**config.mk**
```make
export PLATFORM = sky130hd
export DESIGN_NAME = grid_raycast_column_heights_top
export DESIGN_NICKNAME = d
export VERILOG_FILES = /design/src/rtl/grc_pkg.sv /design/src/rtl/grc_div.sv /design/src/rtl/grc_sqrt.sv /design/src/rtl/grc_dp.sv /design/src/rtl/grc_ctrl.sv /design/src/rtl/grid_raycast_column_heights_top.sv
export SDC_FILE = /design/constraint.sdc
export NUM_CORES = 2
export LEC_CHECK = 0
export BUFFER_PORTS_ARGS = -buffer_cell sky130_fd_sc_hd__buf_2
export CELL_PAD_IN_SITES_DETAIL_PLACEMENT = 2
export CELL_PAD_IN_SITES_GLOBAL_PLACEMENT = 2
export CORE_ASPECT_RATIO = 0.8
export CORE_MARGIN = 2
export CORE_UTILIZATION = 45
export DETAILED_ROUTE_END_ITERATION = 12
export HOLD_SLACK_MARGIN = 0.06
export PLACE_DENSITY_LB_ADDON = 0.1
export SETUP_SLACK_MARGIN = 0.05
export SYNTH_ARGS = -nofsm -noshare
export SYNTH_HDL_FRONTEND = slang
export SYNTH_SLANG_ARGS = --single-unit
```
**constraint.sdc**
```tcl
create_clock -name clk_i -period 29.7 [get_ports clk_i]
set_input_delay 2.97 -clock clk_i [delete_from_list [all_inputs] [get_ports clk_i]]
set_output_delay 2.97 -clock clk_i [all_outputs]
set_load 0.01 [all_outputs]
```
**src/rtl/grc_pkg.sv**
```systemverilog
package grc_pkg;

  // build-time configuration
  localparam int NumRays   = 60;
  localparam int MaxSteps  = 8;
  localparam int GridSide  = 8;
  localparam int CellShift = 6;

  // positions are q7, so one cell spans 2^(CellShift+7) lsbs
  localparam int Sh = CellShift + 7;

  localparam int DistW   = 25;
  localparam int SqW     = 50;
  localparam int DivW    = 32;
  localparam int DvsW    = 26;
  localparam int DivCntW = $clog2(DivW);
  localparam int MulW    = 26;
  localparam int KW      = 4;

  localparam logic [DistW-1:0]     FarDist     = 25'd12800000;
  localparam logic [15:0]          RayStep     = 16'd182;
  localparam logic [15:0]          HalfFov     = 16'd5461;
  localparam logic signed [31:0]   TraceLim    = 32'sd8388608;
  localparam logic signed [31:0]   CellSize    = 32'sd1 << Sh;
  localparam logic [9:0]           HeightReset = 10'd272;

  // register indexes
  localparam logic [1:0] CfgIdxMap    = 2'd0;
  localparam logic [1:0] CfgIdxHeight = 2'd1;

  // sine polynomial and shade coefficients
  localparam logic signed [MulW-1:0] PolyC1     = 26'sd102944;
  localparam logic signed [MulW-1:0] PolyC3     = 26'sd42334;
  localparam logic signed [MulW-1:0] PolyC5     = 26'sd4926;
  localparam logic signed [MulW-1:0] ShadeMul   = 26'sd918;
  // ceil(2^32 / 1000), exact for products below 2^22
  localparam logic signed [MulW-1:0] ShadeRecip = 26'sd4294968;

  typedef struct packed {
    logic [15:0] player_x;
    logic [15:0] player_y;
    logic [15:0] player_angle;
  } req_t;

  typedef struct packed {
    logic [5:0] column;
    logic [9:0] wall_height;
    logic [8:0] wall_offset;
    logic [7:0] shade;
    logic       last_column;
  } res_t;

  typedef enum logic [4:0] {
    OP_NOP,
    OP_FRAME,
    OP_T_INIT,
    OP_T2,
    OP_T3,
    OP_T5,
    OP_ACC_LD,
    OP_ACC_SUB,
    OP_ACC_ADD,
    OP_SIN_ST,
    OP_DIR,
    OP_DIV_RAY,
    OP_FIRST_ST,
    OP_STEP_ST,
    OP_TRACE,
    OP_SQ_LD,
    OP_SQRT_GO,
    OP_DIST_ST,
    OP_FAR_ST,
    OP_DIV_HGT,
    OP_HGT_ST,
    OP_EMIT,
    OP_NEXT
  } op_e;

  typedef enum logic [3:0] {
    M_NONE,
    M_TT,
    M_T2T,
    M_T3T2,
    M_K0T,
    M_K1T3,
    M_K2T5,
    M_FIRST,
    M_STEP,
    M_DX,
    M_DY,
    M_SHD1,
    M_SHD2
  } mul_sel_e;

  typedef enum logic [4:0] {
    ST_IDLE,
    ST_SIN,
    ST_DIR,
    ST_PASS,
    ST_FIRST_MUL,
    ST_DIV1,
    ST_WAIT1,
    ST_FIRST_ST,
    ST_DIV2,
    ST_WAIT2,
    ST_STEP_ST,
    ST_TRACE,
    ST_SQ0,
    ST_SQ1,
    ST_SQ2,
    ST_SQW,
    ST_DIST,
    ST_FAR,
    ST_HDIV,
    ST_HWAIT,
    ST_HST,
    ST_SHD1,
    ST_SHD2,
    ST_EMIT,
    ST_NEXT
  } state_e;

  typedef struct packed {
    op_e      op;
    mul_sel_e mul_sel;
    logic     dir;   // 0 horizontal crossings, 1 vertical crossings
    logic     sel;   // 0 sine of r, 1 sine of quarter minus r
  } cmd_t;

  typedef struct packed {
    logic s_zero;
    logic c_zero;
    logic div_done;
    logic sqrt_done;
    logic tr_out;
    logic tr_hit;
    logic k_last;
    logic ray_last;
  } status_t;

endpackage

```
**src/rtl/grc_div.sv**
```systemverilog
module grc_div (
  input  logic                                clk_i,
  input  logic                                rst_ni,
  input  logic                                start_i,
  input  logic signed [grc_pkg::DivW-1:0]     dividend_i,
  input  logic signed [grc_pkg::DvsW-1:0]     divisor_i,
  output logic signed [grc_pkg::DivW-1:0]     quotient_o,
  output logic                                done_o
);

  logic [grc_pkg::DivW-1:0]           a_q;
  logic [grc_pkg::DvsW-1:0]           d_q;
  logic [grc_pkg::DvsW-1:0]           rem_q, rem_d;
  logic [grc_pkg::DivCntW-1:0]        cnt_q;
  logic                               busy_q;
  logic                               neg_q;
  logic [grc_pkg::DvsW:0]             trial;
  logic                               ge;

  // one quotient bit per cycle, restoring
  assign trial = {rem_q, a_q[grc_pkg::DivW-1]};
  assign ge    = trial >= {1'b0, d_q};
  assign rem_d = ge ? grc_pkg::DvsW'(trial - {1'b0, d_q}) : trial[grc_pkg::DvsW-1:0];

  always_ff @(posedge clk_i or negedge rst_ni) begin
    if (!rst_ni) begin
      busy_q <= 1'b0;
      cnt_q  <= '0;
    end else if (start_i) begin
      busy_q <= 1'b1;
      cnt_q  <= grc_pkg::DivCntW'(grc_pkg::DivW - 1);
    end else if (busy_q) begin
      cnt_q <= cnt_q - 1'b1;
      if (cnt_q == '0) begin
        busy_q <= 1'b0;
      end
    end
  end

  always_ff @(posedge clk_i) begin
    if (start_i) begin
      a_q   <= dividend_i[grc_pkg::DivW-1] ? grc_pkg::DivW'(-dividend_i) : dividend_i;
      d_q   <= divisor_i[grc_pkg::DvsW-1] ? grc_pkg::DvsW'(-divisor_i) : divisor_i;
      rem_q <= '0;
      neg_q <= dividend_i[grc_pkg::DivW-1] ^ divisor_i[grc_pkg::DvsW-1];
    end else if (busy_q) begin
      rem_q <= rem_d;
      a_q   <= {a_q[grc_pkg::DivW-2:0], ge};
    end
  end

  // truncation toward zero
  assign quotient_o = neg_q ? -$signed(a_q) : $signed(a_q);
  assign done_o     = !busy_q;

endmodule

```
**src/rtl/grc_sqrt.sv**
```systemverilog
module grc_sqrt (
  input  logic                          clk_i,
  input  logic                          rst_ni,
  input  logic                          start_i,
  input  logic [grc_pkg::SqW-1:0]       value_i,
  output logic [grc_pkg::DistW-1:0]     root_o,
  output logic                          done_o
);

  logic [grc_pkg::SqW-1:0] v_q;
  logic [grc_pkg::SqW-1:0] res_q;
  logic [grc_pkg::SqW-1:0] bit_q;
  logic [grc_pkg::SqW-1:0] rb;

  assign rb = res_q + bit_q;

  // bit walks down from 4^24 by two places a cycle
  always_ff @(posedge clk_i or negedge rst_ni) begin
    if (!rst_ni) begin
      bit_q <= '0;
    end else if (start_i) begin
      bit_q <= grc_pkg::SqW'(1) << (grc_pkg::SqW - 2);
    end else if (bit_q != '0) begin
      bit_q <= bit_q >> 2;
    end
  end

  always_ff @(posedge clk_i) begin
    if (start_i) begin
      v_q   <= value_i;
      res_q <= '0;
    end else if (bit_q != '0) begin
      if (v_q >= rb) begin
        v_q   <= v_q - rb;
        res_q <= (res_q >> 1) + bit_q;
      end else begin
        res_q <= res_q >> 1;
      end
    end
  end

  assign root_o = res_q[grc_pkg::DistW-1:0];
  assign done_o = bit_q == '0;

endmodule

```
**src/rtl/grc_dp.sv**
```systemverilog
module grc_dp (
  input  logic              clk_i,
  input  logic              rst_ni,
  input  grc_pkg::cmd_t     cmd_i,
  output grc_pkg::status_t  status_o,
  input  grc_pkg::req_t     req_i,
  input  logic              cfg_we_i,
  input  logic [1:0]        cfg_idx_i,
  input  logic [63:0]       cfg_data_i,
  output logic              result_valid_o,
  output grc_pkg::res_t     result_o
);

  logic [63:0]                        map_q;
  logic [9:0]                         sh_q;
  logic [15:0]                        px_q, py_q, ang_q;
  logic [5:0]                         ray_q;
  logic [16:0]                        t_q, t2_q, t3_q, t5_q, lo_q, hi_q;
  logic signed [39:0]                 acc_q;
  logic signed [17:0]                 s_q, c_q;
  logic signed [2*grc_pkg::MulW-1:0]  mul_q;
  logic signed [31:0]                 x_q, y_q, xs_q, ys_q;
  logic                               adjx_q, adjy_q;
  logic [grc_pkg::KW-1:0]             k_q;
  logic [grc_pkg::SqW-1:0]            sq_q;
  logic [grc_pkg::DistW-1:0]          dh_q, dv_q;
  logic [9:0]                         h_q;
  logic                               valid_q;
  grc_pkg::res_t                      res_q;

  logic                               s_neg, c_neg;
  logic signed [31:0]                 y0h, x0v, cell_h, cell_v, dx, dy, cx, cy;
  logic signed [grc_pkg::MulW-1:0]    mul_a, mul_b;
  logic signed [39:0]                 sv;
  logic [16:0]                        sin_v;
  logic [13:0]                        r;
  logic                               div_go;
  logic signed [grc_pkg::DivW-1:0]    div_dvd, quo;
  logic signed [grc_pkg::DvsW-1:0]    div_dvs;
  logic                               div_done;
  logic                               sqrt_go, sqrt_done;
  logic [grc_pkg::DistW-1:0]          root, dmin;
  logic                               tr_out, in_grid, tr_hit;
  logic [5:0]                         cell_idx;
  logic [9:0]                         h_new;
  logic [19:0]                        shd_raw;
  logic [7:0]                         shade;

  assign s_neg  = s_q[17];
  assign c_neg  = c_q[17];
  assign r      = ang_q[13:0];
  assign y0h    = $signed((32'(py_q >> grc_pkg::Sh) + 32'(!s_neg)) << grc_pkg::Sh);
  assign x0v    = $signed((32'(px_q >> grc_pkg::Sh) + 32'(!c_neg)) << grc_pkg::Sh);
  assign cell_h = s_neg ? -grc_pkg::CellSize : grc_pkg::CellSize;
  assign cell_v = c_neg ? -grc_pkg::CellSize : grc_pkg::CellSize;
  assign dx     = x_q - $signed({16'd0, px_q});
  assign dy     = y_q - $signed({16'd0, py_q});
  assign cx     = x_q - $signed({31'd0, adjx_q});
  assign cy     = y_q - $signed({31'd0, adjy_q});
  assign dmin   = (dv_q < dh_q) ? dv_q : dh_q;

  // shared multiplier operands
  always_comb begin
    mul_a = '0;
    mul_b = '0;
    case (cmd_i.mul_sel)
      grc_pkg::M_TT: begin
        mul_a = $signed({9'd0, t_q});
        mul_b = $signed({9'd0, t_q});
      end
      grc_pkg::M_T2T: begin
        mul_a = $signed({9'd0, t2_q});
        mul_b = $signed({9'd0, t_q});
      end
      grc_pkg::M_T3T2: begin
        mul_a = $signed({9'd0, t3_q});
        mul_b = $signed({9'd0, t2_q});
      end
      grc_pkg::M_K0T: begin
        mul_a = grc_pkg::PolyC1;
        mul_b = $signed({9'd0, t_q});
      end
      grc_pkg::M_K1T3: begin
        mul_a = grc_pkg::PolyC3;
        mul_b = $signed({9'd0, t3_q});
      end
      grc_pkg::M_K2T5: begin
        mul_a = grc_pkg::PolyC5;
        mul_b = $signed({9'd0, t5_q});
      end
      grc_pkg::M_FIRST: begin
        if (cmd_i.dir) begin
          mul_a = grc_pkg::MulW'(x0v - $signed({16'd0, px_q}));
          mul_b = {{8{s_q[17]}}, s_q};
        end else begin
          mul_a = grc_pkg::MulW'(y0h - $signed({16'd0, py_q}));
          mul_b = {{8{c_q[17]}}, c_q};
        end
      end
      grc_pkg::M_STEP: begin
        if (cmd_i.dir) begin
          mul_a = grc_pkg::MulW'(cell_v);
          mul_b = {{8{s_q[17]}}, s_q};
        end else begin
          mul_a = grc_pkg::MulW'(cell_h);
          mul_b = {{8{c_q[17]}}, c_q};
        end
      end
      grc_pkg::M_DX: begin
        mul_a = grc_pkg::MulW'(dx);
        mul_b = grc_pkg::MulW'(dx);
      end
      grc_pkg::M_DY: begin
        mul_a = grc_pkg::MulW'(dy);
        mul_b = grc_pkg::MulW'(dy);
      end
      grc_pkg::M_SHD1: begin
        mul_a = $signed({16'd0, h_q});
        mul_b = grc_pkg::ShadeMul;
      end
      grc_pkg::M_SHD2: begin
        mul_a = $signed({6'd0, mul_q[19:0]});
        mul_b = grc_pkg::ShadeRecip;
      end
      default: begin
        mul_a = '0;
        mul_b = '0;
      end
    endcase
  end

  // clamp of the quarter sine to [0, 1.0]
  assign sv = acc_q >>> 16;
  always_comb begin
    if (sv > 40'sd65536) begin
      sin_v = 17'd65536;
    end else if (sv < 40'sd0) begin
      sin_v = '0;
    end else begin
      sin_v = sv[16:0];
    end
  end

  // divider feed
  assign div_go  = (cmd_i.op == grc_pkg::OP_DIV_RAY) || (cmd_i.op == grc_pkg::OP_DIV_HGT);
  always_comb begin
    if (cmd_i.op == grc_pkg::OP_DIV_HGT) begin
      div_dvd = $signed(32'({22'd0, sh_q}) << grc_pkg::Sh);
      div_dvs = $signed({1'b0, dmin});
    end else begin
      div_dvd = mul_q[grc_pkg::DivW-1:0];
      div_dvs = cmd_i.dir ? {{8{c_q[17]}}, c_q} : {{8{s_q[17]}}, s_q};
    end
  end

  grc_div u_div (
    .clk_i      (clk_i),
    .rst_ni     (rst_ni),
    .start_i    (div_go),
    .dividend_i (div_dvd),
    .divisor_i  (div_dvs),
    .quotient_o (quo),
    .done_o     (div_done)
  );

  assign sqrt_go = cmd_i.op == grc_pkg::OP_SQRT_GO;

  grc_sqrt u_sqrt (
    .clk_i   (clk_i),
    .rst_ni  (rst_ni),
    .start_i (sqrt_go),
    .value_i (sq_q + mul_q[grc_pkg::SqW-1:0]),
    .root_o  (root),
    .done_o  (sqrt_done)
  );

  // cell test at the current crossing
  assign tr_out = (x_q <= -grc_pkg::TraceLim) || (x_q >= grc_pkg::TraceLim) ||
                  (y_q <= -grc_pkg::TraceLim) || (y_q >= grc_pkg::TraceLim);
  assign in_grid = !cx[31] && !cy[31] &&
                   ((cx[30:0] >> grc_pkg::Sh) < 31'(grc_pkg::GridSide)) &&
                   ((cy[30:0] >> grc_pkg::Sh) < 31'(grc_pkg::GridSide));
  assign cell_idx = {cy[grc_pkg::Sh+2:grc_pkg::Sh], cx[grc_pkg::Sh+2:grc_pkg::Sh]};
  assign tr_hit = !tr_out && in_grid && map_q[cell_idx];

  // height clamp and shade
  always_comb begin
    if (dmin == '0) begin
      h_new = sh_q;
    end else if (quo > $signed({22'd0, sh_q})) begin
      h_new = sh_q;
    end else begin
      h_new = quo[9:0];
    end
  end
  assign shd_raw = mul_q[51:32];
  assign shade   = (shd_raw > 20'd255) ? 8'd255 : shd_raw[7:0];

  always_ff @(posedge clk_i or negedge rst_ni) begin
    if (!rst_ni) begin
      map_q <= '0;
      sh_q  <= grc_pkg::HeightReset;
    end else if (cfg_we_i) begin
      if (cfg_idx_i == grc_pkg::CfgIdxMap) begin
        map_q <= cfg_data_i;
      end else if (cfg_idx_i == grc_pkg::CfgIdxHeight) begin
        sh_q <= cfg_data_i[9:0];
      end
    end
  end

  always_ff @(posedge clk_i or negedge rst_ni) begin
    if (!rst_ni) begin
      valid_q <= 1'b0;
    end else begin
      valid_q <= cmd_i.op == grc_pkg::OP_EMIT;
    end
  end

  always_ff @(posedge clk_i) begin
    if (cmd_i.mul_sel != grc_pkg::M_NONE) begin
      mul_q <= mul_a * mul_b;
    end
  end

  always_ff @(posedge clk_i) begin
    case (cmd_i.op)
      grc_pkg::OP_FRAME: begin
        px_q  <= req_i.player_x;
        py_q  <= req_i.player_y;
        ang_q <= req_i.player_angle - grc_pkg::HalfFov;
        ray_q <= '0;
      end
      grc_pkg::OP_T_INIT: begin
        t_q <= cmd_i.sel ? (17'd65536 - {1'b0, r, 2'b00}) : {1'b0, r, 2'b00};
      end
      grc_pkg::OP_T2:      t2_q  <= mul_q[32:16];
      grc_pkg::OP_T3:      t3_q  <= mul_q[32:16];
      grc_pkg::OP_T5:      t5_q  <= mul_q[32:16];
      grc_pkg::OP_ACC_LD:  acc_q <= mul_q[39:0];
      grc_pkg::OP_ACC_SUB: acc_q <= acc_q - mul_q[39:0];
      grc_pkg::OP_ACC_ADD: acc_q <= acc_q + mul_q[39:0];
      grc_pkg::OP_SIN_ST: begin
        if (cmd_i.sel) begin
          hi_q <= sin_v;
        end else begin
          lo_q <= sin_v;
        end
      end
      grc_pkg::OP_DIR: begin
        case (ang_q[15:14])
          2'd0: begin
            s_q <= $signed({1'b0, lo_q});
            c_q <= $signed({1'b0, hi_q});
          end
          2'd1: begin
            s_q <= $signed({1'b0, hi_q});
            c_q <= -$signed({1'b0, lo_q});
          end
          2'd2: begin
            s_q <= -$signed({1'b0, lo_q});
            c_q <= -$signed({1'b0, hi_q});
          end
          default: begin
            s_q <= -$signed({1'b0, hi_q});
            c_q <= $signed({1'b0, lo_q});
          end
        endcase
      end
      grc_pkg::OP_FIRST_ST: begin
        if (cmd_i.dir) begin
          y_q <= $signed({16'd0, py_q}) + quo;
        end else begin
          x_q <= $signed({16'd0, px_q}) + quo;
        end
      end
      grc_pkg::OP_STEP_ST: begin
        k_q <= '0;
        if (cmd_i.dir) begin
          ys_q   <= quo;
          x_q    <= x0v;
          xs_q   <= cell_v;
          adjx_q <= c_neg;
          adjy_q <= 1'b0;
        end else begin
          xs_q   <= quo;
          y_q    <= y0h;
          ys_q   <= cell_h;
          adjx_q <= 1'b0;
          adjy_q <= s_neg;
        end
      end
      grc_pkg::OP_TRACE: begin
        if (!tr_out && !tr_hit) begin
          x_q <= x_q + xs_q;
          y_q <= y_q + ys_q;
          k_q <= k_q + 1'b1;
        end
      end
      grc_pkg::OP_SQ_LD: sq_q <= mul_q[grc_pkg::SqW-1:0];
      grc_pkg::OP_DIST_ST: begin
        if (cmd_i.dir) begin
          dv_q <= root;
        end else begin
          dh_q <= root;
        end
      end
      grc_pkg::OP_FAR_ST: begin
        if (cmd_i.dir) begin
          dv_q <= grc_pkg::FarDist;
        end else begin
          dh_q <= grc_pkg::FarDist;
        end
      end
      grc_pkg::OP_HGT_ST: h_q <= h_new;
      grc_pkg::OP_EMIT: begin
        res_q.column      <= ray_q;
        res_q.wall_height <= h_q;
        res_q.wall_offset <= 9'((sh_q - h_q) >> 1);
        res_q.shade       <= shade;
        res_q.last_column <= ray_q == 6'(grc_pkg::NumRays - 1);
      end
      grc_pkg::OP_NEXT: begin
        ang_q <= ang_q + grc_pkg::RayStep;
        ray_q <= ray_q + 1'b1;
      end
      default: begin
      end
    endcase
  end

  assign status_o.s_zero    = s_q == '0;
  assign status_o.c_zero    = c_q == '0;
  assign status_o.div_done  = div_done;
  assign status_o.sqrt_done = sqrt_done;
  assign status_o.tr_out    = tr_out;
  assign status_o.tr_hit    = tr_hit;
  assign status_o.k_last    = k_q == grc_pkg::KW'(grc_pkg::MaxSteps - 1);
  assign status_o.ray_last  = ray_q == 6'(grc_pkg::NumRays - 1);

  assign result_valid_o = valid_q;
  assign result_o       = res_q;

endmodule

```
**src/rtl/grc_ctrl.sv**
```systemverilog
module grc_ctrl (
  input  logic              clk_i,
  input  logic              rst_ni,
  input  logic              start,
  output logic              busy,
  input  grc_pkg::status_t  status_i,
  output grc_pkg::cmd_t     cmd_o
);

  grc_pkg::state_e state_q, state_d;
  logic            dir_q, dir_d;
  logic            sel_q, sel_d;
  logic [3:0]      cnt_q, cnt_d;
  logic            skip;

  always_ff @(posedge clk_i or negedge rst_ni) begin
    if (!rst_ni) begin
      state_q <= grc_pkg::ST_IDLE;
      dir_q   <= 1'b0;
      sel_q   <= 1'b0;
      cnt_q   <= '0;
    end else begin
      state_q <= state_d;
      dir_q   <= dir_d;
      sel_q   <= sel_d;
      cnt_q   <= cnt_d;
    end
  end

  assign skip = dir_q ? status_i.c_zero : status_i.s_zero;

  always_comb begin
    state_d       = state_q;
    dir_d         = dir_q;
    sel_d         = sel_q;
    cnt_d         = cnt_q;
    cmd_o.op      = grc_pkg::OP_NOP;
    cmd_o.mul_sel = grc_pkg::M_NONE;
    cmd_o.dir     = dir_q;
    cmd_o.sel     = sel_q;
    case (state_q)
      grc_pkg::ST_IDLE: begin
        if (start) begin
          cmd_o.op = grc_pkg::OP_FRAME;
          sel_d    = 1'b0;
          cnt_d    = '0;
          state_d  = grc_pkg::ST_SIN;
        end
      end
      grc_pkg::ST_SIN: begin
        cnt_d = cnt_q + 1'b1;
        case (cnt_q)
          4'd0: cmd_o.op = grc_pkg::OP_T_INIT;
          4'd1: cmd_o.mul_sel = grc_pkg::M_TT;
          4'd2: cmd_o.op = grc_pkg::OP_T2;
          4'd3: cmd_o.mul_sel = grc_pkg::M_T2T;
          4'd4: cmd_o.op = grc_pkg::OP_T3;
          4'd5: cmd_o.mul_sel = grc_pkg::M_T3T2;
          4'd6: begin
            cmd_o.op      = grc_pkg::OP_T5;
            cmd_o.mul_sel = grc_pkg::M_K0T;
          end
          4'd7: begin
            cmd_o.op      = grc_pkg::OP_ACC_LD;
            cmd_o.mul_sel = grc_pkg::M_K1T3;
          end
          4'd8: begin
            cmd_o.op      = grc_pkg::OP_ACC_SUB;
            cmd_o.mul_sel = grc_pkg::M_K2T5;
          end
          4'd9: cmd_o.op = grc_pkg::OP_ACC_ADD;
          default: begin
            cmd_o.op = grc_pkg::OP_SIN_ST;
            cnt_d    = '0;
            if (sel_q) begin
              state_d = grc_pkg::ST_DIR;
            end else begin
              sel_d = 1'b1;
            end
          end
        endcase
      end
      grc_pkg::ST_DIR: begin
        cmd_o.op = grc_pkg::OP_DIR;
        dir_d    = 1'b0;
        state_d  = grc_pkg::ST_PASS;
      end
      grc_pkg::ST_PASS: begin
        state_d = skip ? grc_pkg::ST_FAR : grc_pkg::ST_FIRST_MUL;
      end
      grc_pkg::ST_FIRST_MUL: begin
        cmd_o.mul_sel = grc_pkg::M_FIRST;
        state_d       = grc_pkg::ST_DIV1;
      end
      grc_pkg::ST_DIV1: begin
        cmd_o.op      = grc_pkg::OP_DIV_RAY;
        cmd_o.mul_sel = grc_pkg::M_STEP;
        state_d       = grc_pkg::ST_WAIT1;
      end
      grc_pkg::ST_WAIT1: begin
        if (status_i.div_done) begin
          state_d = grc_pkg::ST_FIRST_ST;
        end
      end
      grc_pkg::ST_FIRST_ST: begin
        cmd_o.op = grc_pkg::OP_FIRST_ST;
        state_d  = grc_pkg::ST_DIV2;
      end
      grc_pkg::ST_DIV2: begin
        cmd_o.op = grc_pkg::OP_DIV_RAY;
        state_d  = grc_pkg::ST_WAIT2;
      end
      grc_pkg::ST_WAIT2: begin
        if (status_i.div_done) begin
          state_d = grc_pkg::ST_STEP_ST;
        end
      end
      grc_pkg::ST_STEP_ST: begin
        cmd_o.op = grc_pkg::OP_STEP_ST;
        state_d  = grc_pkg::ST_TRACE;
      end
      grc_pkg::ST_TRACE: begin
        cmd_o.op = grc_pkg::OP_TRACE;
        if (status_i.tr_out) begin
          state_d = grc_pkg::ST_FAR;
        end else if (status_i.tr_hit) begin
          state_d = grc_pkg::ST_SQ0;
        end else if (status_i.k_last) begin
          state_d = grc_pkg::ST_FAR;
        end
      end
      grc_pkg::ST_SQ0: begin
        cmd_o.mul_sel = grc_pkg::M_DX;
        state_d       = grc_pkg::ST_SQ1;
      end
      grc_pkg::ST_SQ1: begin
        cmd_o.op      = grc_pkg::OP_SQ_LD;
        cmd_o.mul_sel = grc_pkg::M_DY;
        state_d       = grc_pkg::ST_SQ2;
      end
      grc_pkg::ST_SQ2: begin
        cmd_o.op = grc_pkg::OP_SQRT_GO;
        state_d  = grc_pkg::ST_SQW;
      end
      grc_pkg::ST_SQW: begin
        if (status_i.sqrt_done) begin
          state_d = grc_pkg::ST_DIST;
        end
      end
      grc_pkg::ST_DIST, grc_pkg::ST_FAR: begin
        cmd_o.op = (state_q == grc_pkg::ST_DIST) ? grc_pkg::OP_DIST_ST : grc_pkg::OP_FAR_ST;
        if (dir_q) begin
          state_d = grc_pkg::ST_HDIV;
        end else begin
          dir_d   = 1'b1;
          state_d = grc_pkg::ST_PASS;
        end
      end
      grc_pkg::ST_HDIV: begin
        cmd_o.op = grc_pkg::OP_DIV_HGT;
        state_d  = grc_pkg::ST_HWAIT;
      end
      grc_pkg::ST_HWAIT: begin
        if (status_i.div_done) begin
          state_d = grc_pkg::ST_HST;
        end
      end
      grc_pkg::ST_HST: begin
        cmd_o.op = grc_pkg::OP_HGT_ST;
        state_d  = grc_pkg::ST_SHD1;
      end
      grc_pkg::ST_SHD1: begin
        cmd_o.mul_sel = grc_pkg::M_SHD1;
        state_d       = grc_pkg::ST_SHD2;
      end
      grc_pkg::ST_SHD2: begin
        cmd_o.mul_sel = grc_pkg::M_SHD2;
        state_d       = grc_pkg::ST_EMIT;
      end
      grc_pkg::ST_EMIT: begin
        cmd_o.op = grc_pkg::OP_EMIT;
        state_d  = grc_pkg::ST_NEXT;
      end
      grc_pkg::ST_NEXT: begin
        cmd_o.op = grc_pkg::OP_NEXT;
        sel_d    = 1'b0;
        cnt_d    = '0;
        state_d  = status_i.ray_last ? grc_pkg::ST_IDLE : grc_pkg::ST_SIN;
      end
      default: begin
        state_d = grc_pkg::ST_IDLE;
      end
    endcase
  end

  assign busy = state_q != grc_pkg::ST_IDLE;

endmodule

```
**src/rtl/grid_raycast_column_heights_top.sv**
```systemverilog
// Grid ray caster, column heights. Pulse start while busy is low to hand in
// one frame word (player position and view angle); the block then casts 60
// rays one degree apart, starting 30 degrees left of the view, and puts out
// one result word per ray on result_o, flagged by result_valid_o for exactly
// one cycle. The receiver cannot stall the block, so it must take every
// strobed word as it comes; the last word of a frame has last_column set.
// The time a ray takes is set by the serial divider (one quotient bit a
// cycle, up to five divisions per ray) and the serial square root (one root
// bit a cycle, one per wall hit), together with the sine polynomial and the
// grid walk over the cells that the ray crosses. Configuration (wall bitmap,
// screen height) is written through cfg_we_i / cfg_idx_i / cfg_data_i and
// should only change while busy is low.
module grid_raycast_column_heights_top (
  input  logic           clk_i,
  input  logic           rst_ni,
  // frame request
  input  logic           start,
  output logic           busy,
  input  grc_pkg::req_t  req_i,
  // configuration writes
  input  logic           cfg_we_i,
  input  logic [1:0]     cfg_idx_i,
  input  logic [63:0]    cfg_data_i,
  // one word per column
  output logic           result_valid_o,
  output grc_pkg::res_t  result_o
);

  grc_pkg::cmd_t    cmd;
  grc_pkg::status_t status;

  // sequencer: sine, two grid walks, height and shade per ray
  grc_ctrl u_ctrl (
    .clk_i    (clk_i),
    .rst_ni   (rst_ni),
    .start    (start),
    .busy     (busy),
    .status_i (status),
    .cmd_o    (cmd)
  );

  // working registers, shared multiplier, divider and square root
  grc_dp u_dp (
    .clk_i          (clk_i),
    .rst_ni         (rst_ni),
    .cmd_i          (cmd),
    .status_o       (status),
    .req_i          (req_i),
    .cfg_we_i       (cfg_we_i),
    .cfg_idx_i      (cfg_idx_i),
    .cfg_data_i     (cfg_data_i),
    .result_valid_o (result_valid_o),
    .result_o       (result_o)
  );

endmodule

```
Yosys cells after proc, flatten, opt, wreduce, memory -nomap -nowiden
Cells that the tools add are included.
- bits in registers: 889
- input bits: 118
- output and inout bits: 36
- logic and storage cells: 330
- add/sub/neg operators: 32
- multiply operators: 1
- $lt $le $gt $ge: 14
- equal/unequal tests: 89
- multiplexer cells: 86
- bitwise logic cells: 3
- reduce and logical (&&, ||, !) cells: 57
- operator list (operator ; count):
    32-bit two-way mux ; 15
    26-bit one-hot mux with 12 select lines ; 1
    50-bit two-way mux ; 6
    26-bit one-hot mux with 9 select lines ; 1
    32-bit one-hot mux with 3 select lines ; 2
    26-bit two-way mux ; 6
    25-bit two-way mux ; 6
    40-bit one-hot mux with 3 select lines ; 1
    5-bit one-hot mux with 24 select lines ; 1
    18-bit one-hot mux with 3 select lines ; 2
    26-bit by 17-bit subtractor with 26-bit output ; 4
    50-bit adder ; 2
    25-bit one-hot mux with 2 select lines ; 2
    5-bit by 4-bit == test with 1-bit output (second input constant) ; 16
    5-bit == test (second input constant) ; 16
    5-bit two-way mux ; 14
    5-bit one-hot mux with 14 select lines ; 1
    17-bit by 32-bit adder with 32-bit output ; 2
    32-bit adder ; 2
    32-bit by 25-bit >= comparator with 1-bit output (second input constant) ; 2
    32-bit by 24-bit <= comparator with 1-bit output (second input constant) ; 2
    32-bit negation ; 2
    32-bit by 2-bit subtractor with 32-bit output ; 2
    26-bit by 26-bit multiplier with 52-bit output ; 1
    76 further kinds ; 173

Depth between registers and ports, before layout
- word-level depth: 11
- gate-level depth with buffers: 43

Modules after synthesis
From an unflattened synthesis, not the netlist that was laid out.
- cells, all modules: 9441
- area, all modules: 86651.9 µm²
- modules (own cells, without submodules) (module ; times used ; cells an instance ; area each (µm²) ; seq. area each (µm²)):
    grc_dp ; 1 ; 7000 ; 66802.8 ; 18695.4
    grc_sqrt ; 1 ; 1489 ; 11775.0 ; 3128.0
    grc_div ; 1 ; 772 ; 6771.5 ; 2442.3
    grc_ctrl ; 1 ; 180 ; 1302.5 ; 275.3

Worst setup path after synthesis
OpenSTA, ideal clock, no wires.
- path kind: flip-flop to flip-flop
- start: register u_dp.x_q[0]
- end: register u_dp.mul_q[50] (netlist bit) (data pin)
- setup time: 0.264 ns
- arrival: 10.015 ns
- setup slack: 19.421 ns
- stages on the path, launching flop included: 43
- path buffers: 2
- cell sequence: edfxtp_1 -> inv_1 -> ha_1 -> inv_1 -> fa_1 -> a21o_1 -> a21oi_1 -> o21bai_1 -> a2111oi_0 -> o31ai_1 -> nor2b_1 -> o221a_2 -> nor4_1 -> xnor2_1 -> nor2_1 -> a2111o_1 -> clkbuf_1 -> buf_1 -> (+7 left out) -> inv_1 -> fa_1 -> fa_1 -> inv_1 -> fa_1 -> inv_1 -> ha_1 -> a21oi_1 -> o21bai_1 -> a31oi_1 -> o21ai_0 -> a41o_1 -> o31ai_1 -> o21ai_1 -> a311o_1 -> a21o_1 -> a221oi_1 -> xnor2_1
- longest elaborated chain between the ends: 3
- RTL lines (what ; line ; text):
    from (decl) ; grc_dp.sv:22 ; logic signed [31:0] x_q, y_q, xs_q, ys_q;
    from (signal assigned) ; grc_dp.sv:274 ; x_q <= $signed({16'd0, px_q}) + quo;
    from (signal assigned) ; grc_dp.sv:281 ; x_q <= x0v;
    from (signal assigned) ; grc_dp.sv:295 ; x_q <= x_q + xs_q;
    26-bit by 17-bit subtractor with 26-bit output * ; grc_dp.sv:56 ; assign dx = x_q - $signed({16'd0, px_q});
    26-bit one-hot mux with 12 select lines or 26-bit one-hot mux with 9 select lines (tied branches) ; grc_dp.sv:66 ; case (cmd_i.mul_sel)
    26-bit by 26-bit multiplier with 52-bit output * ; grc_dp.sv:222 ; mul_q <= mul_a * mul_b;
    to (signal assigned) ; grc_dp.sv:222 ;
    to (decl) ; grc_dp.sv:21 ; logic signed [2*grc_pkg::MulW-1:0] mul_q;
Mark *: on every way between the ends. The rest lies on a longest branch, timed or not.
A chain may end at the register's enable or synchronous reset.

Final worst setup path
- start: register u_ctrl.state_q[4]
- end: register u_dp.mul_q[50] (netlist bit) (data pin)
- longest elaborated chain between the ends: 6
- RTL lines (what ; line ; text):
    from (decl) ; grc_ctrl.sv:10 ; grc_pkg::state_e state_q, state_d;
    from (signal assigned) ; grc_ctrl.sv:18 ; state_q <= grc_pkg::ST_IDLE;
    from (signal assigned) ; grc_ctrl.sv:23 ; state_q <= state_d;
    5-bit == test (tied with other cells) ; grc_ctrl.sv:41 ; case (state_q)
    4-bit one-hot mux with 7 select lines * ; grc_ctrl.sv:41 ;
    4-bit by 1-bit == test with 1-bit output (tied with other cells) ; grc_dp.sv:66 ;
    3-bit OR reduction (no source line) or 2-bit OR reduction (tied branches) ; n/a ;
    26-bit one-hot mux with 9 select lines ; grc_dp.sv:66 ;
    26-bit by 26-bit multiplier with 52-bit output * ; grc_dp.sv:222 ;
Marks and branches as above.

==> metrics.txt <==
status complete, no violations; Crit path max-delay family adder cells; number of synthesized register bits 862; Crit Path Category reg2reg; Slew Viols, Final 0; DRT iter0 DRCs 6531; TNS Setup 0 ns; Post-Synthesis Cells 9195; clk sinks 862; crit path DAT 13.69 ns; yosys warns 0; Lkg Pwr 39.7 nW; cts repair resizes 0; Crit Path Max Fanout 36; share of cells above drive strength 1 7.53%; WL final 358000 um; Die Y 392 um; H-tree lvl count 3; crit path capture type flop; Final Cycle Share 44.5%; Die Span X 489 um; clk slew on worst S/H paths 0.08 ns; post-synthesis async set-or-reset flop share 13.6%; critical path's largest stage delay 0.90 ns; TritonRoute pass-1 iters 6; Ports 154; Critical Path RT 30.17 ns; Worst setup SP type flop; initial antenna violation count 20; initial core utilization 45.2%; area grow syn2layout 9.22%; total global-route track usage 37.0%; routed via count 73600; syn_nets 10600; CP bufs+invs 9; sequential area share after synthesis 29.0%; die area 0.192 sq mm; Mapped Area 0.0846 sq mm; CTS tree done; average size of a mapped cell 9.21 sq um; drt drc 0; deepest clock path buffer count 3; final hold vios 0; Avg Vias per Cell 6.20; vias in the first global route 81100; Nets 10600; Post-Layout Cell Count 11900; PD cells 30.7 mW/mm^2; FMAX 75.6 MHz; I/O Buffers 153; worst vdd ir 0.0477 mV; slowest stage cell on the critical path nand2_1; Worst-Margin Slew 1.40 ns; total CTS buffers 103; final setup violation count 0; placed instance count 11700; Congestion Overflow GR 0; post-route ant nets 0; pin count of the biggest net entering global routing 83; DP Wirelength 270000 um; CTS hold repair buffers 0; placer congestion estimate 0.940; Post-synth EDFFs 669; WL per Instance 30.2 um; num rows 142; Setup Buffers After CTS 0; Layout Utilization 49.4%; most frequent CP cell fa_1; Primary FF master, synth edfxtp_1; Max Cap Viol 0; Unique masters post-synth 93; minimum clock period 13.22 ns; root buf cell clkbuf_16; core box area 0.187 sq mm; Layout Skew 0.0633 ns; Hold Crit Class reg2reg; clock latency on the worst-skew pair 0.78 ns; Relative slew margins 6.28%; RSZ-0062 raised after global routing no; global-route wire length before repair 533000 um
## synth_stat cells (all sizes together) (115+ instances only)
cell type	count	share of area, %
nor3	116	0.69
dfrtp	115	3.4
nor2	781	3.5
ha	560	8.3
and2	125	0.92
edfxtp	669	24
nand3	118	0.70
a21oi	589	3.5
a21o	201	1.8
fa	721	17
clkbuf	354	1.6
xor2	267	2.8
nand2	929	4.1
xnor2	424	4.4
o21ai	481	2.8
inv	1093	4.8
## through the flow
step / total power [mW] / hold WS [ns] / setup slack (ns) / instance area [sq um]
global placement: 1.42 / 0.481 / 17.62 / 88800
global route: 2.90 / 0.501 / 15.77 / 92400
detailed placement: 1.43 / 0.499 / 17.02 / 88800
finish: 2.84 / 0.492 / 16.48 / 92400
floorplan: 1.39 / 0.426 / 19.42 / 84600
CTS: 2.85 / 0.483 / 16.76 / 92400
## state kept, by name, summed over array words and instances (netlist names), 25 cells and up
name               count
u_dp.dh_q             25
u_dp.u_div.rem_q      26
u_dp.acc_q            40
u_dp.u_div.a_q        32
u_dp.y_q              32
u_dp.xs_q             32
u_dp.sq_q             50
u_dp.u_sqrt.bit_q     25
u_dp.x_q              32
u_dp.result_o         34
u_dp.mul_q            52
u_dp.map_q            64
u_dp.dv_q             25
u_dp.u_sqrt.v_q       50
u_dp.u_sqrt.res_q     50
u_dp.ys_q             32
u_dp.u_div.d_q        26
## cell usage in the layout, fill, tap and decap left out, types with 176 or more instances in the layout
cell,synthesis,routed
xnor2_1,424,424
nor2_1,781,771
buf_4,0,176
inv_1,1093,1092
o21ai_0,464,463
edfxtp_1,669,669
xor2_1,267,267
nand2_1,929,926
a21oi_1,589,588
a21o_1,201,201
ha_1,560,560
fa_1,721,721
## layer usage
| metal | wire (um) | global-route usage [%] | vias up |
|---|---|---|---|
| met5 | 46 | 0 | - |
| met4 | 17900 | 16.5 | 8 |
| met3 | 25300 | 5.92 | 818 |
| met2 | 165000 | 59.4 | 2857 |
| met1 | 150000 | 49.3 | 38400 |
| li1 | - | - | 31500 |
## final timing paths
| kind | slack [ns] | endpoint | start | cells past startpoint |
|---|---|---|---|---|
| setup / recovery | 16.48 | u_dp.mul_q[50] | u_ctrl.state_q[4] | 40 |
| hold / removal | 0.49 | u_dp.sq_q[49] | u_dp.mul_q[49] | 0 |
| setup reg to reg | 16.48 | u_dp.mul_q[50] | u_ctrl.state_q[4] | 40 |
| hold reg to reg | 0.49 | u_dp.sq_q[49] | u_dp.mul_q[49] | 0 |
| max in group asynchronous | 26.01 | u_ctrl.dir_q | rst_ni | 2 |
| min in group asynchronous | 2.33 | u_dp.map_q[1] | rst_ni | 1 |
## final cells by class
cell class | count | area, sq um
Antenna cell | 17 | 42.5
Clock buffer | 127 | 2820
Clock inverter | 66 | 823
Fill cell | 19800 | 94600
Inverter | 1098 | 4120
Multi-Input combinational cell | 6853 | 54800
Sequential cell | 862 | 24500
Tap cell | 2520 | 3150
Timing Repair Buffer | 329 | 2090
## power breakdown
part,switching (mW),internal (mW),leakage (nW)
clock network,0.610,0.817,1.76
registers,0.0217,1.31,7.77
logic,0.0462,0.0396,30.2
## logic make-up after synthesis
group	after synthesis	synth area share [%]
adder cells (fa/ha/maj)	1281	25.3
XOR/XNOR	691	7.15
AND/OR/NAND/NOR	2701	14.8
other	1	0.00443
AO/OA/AOI/OAI	1993	14.8
buffers and inverters	1480	6.56
multiplexers	186	2.38
flip-flops	862	29.0
(Power assumes the default switching activity.)
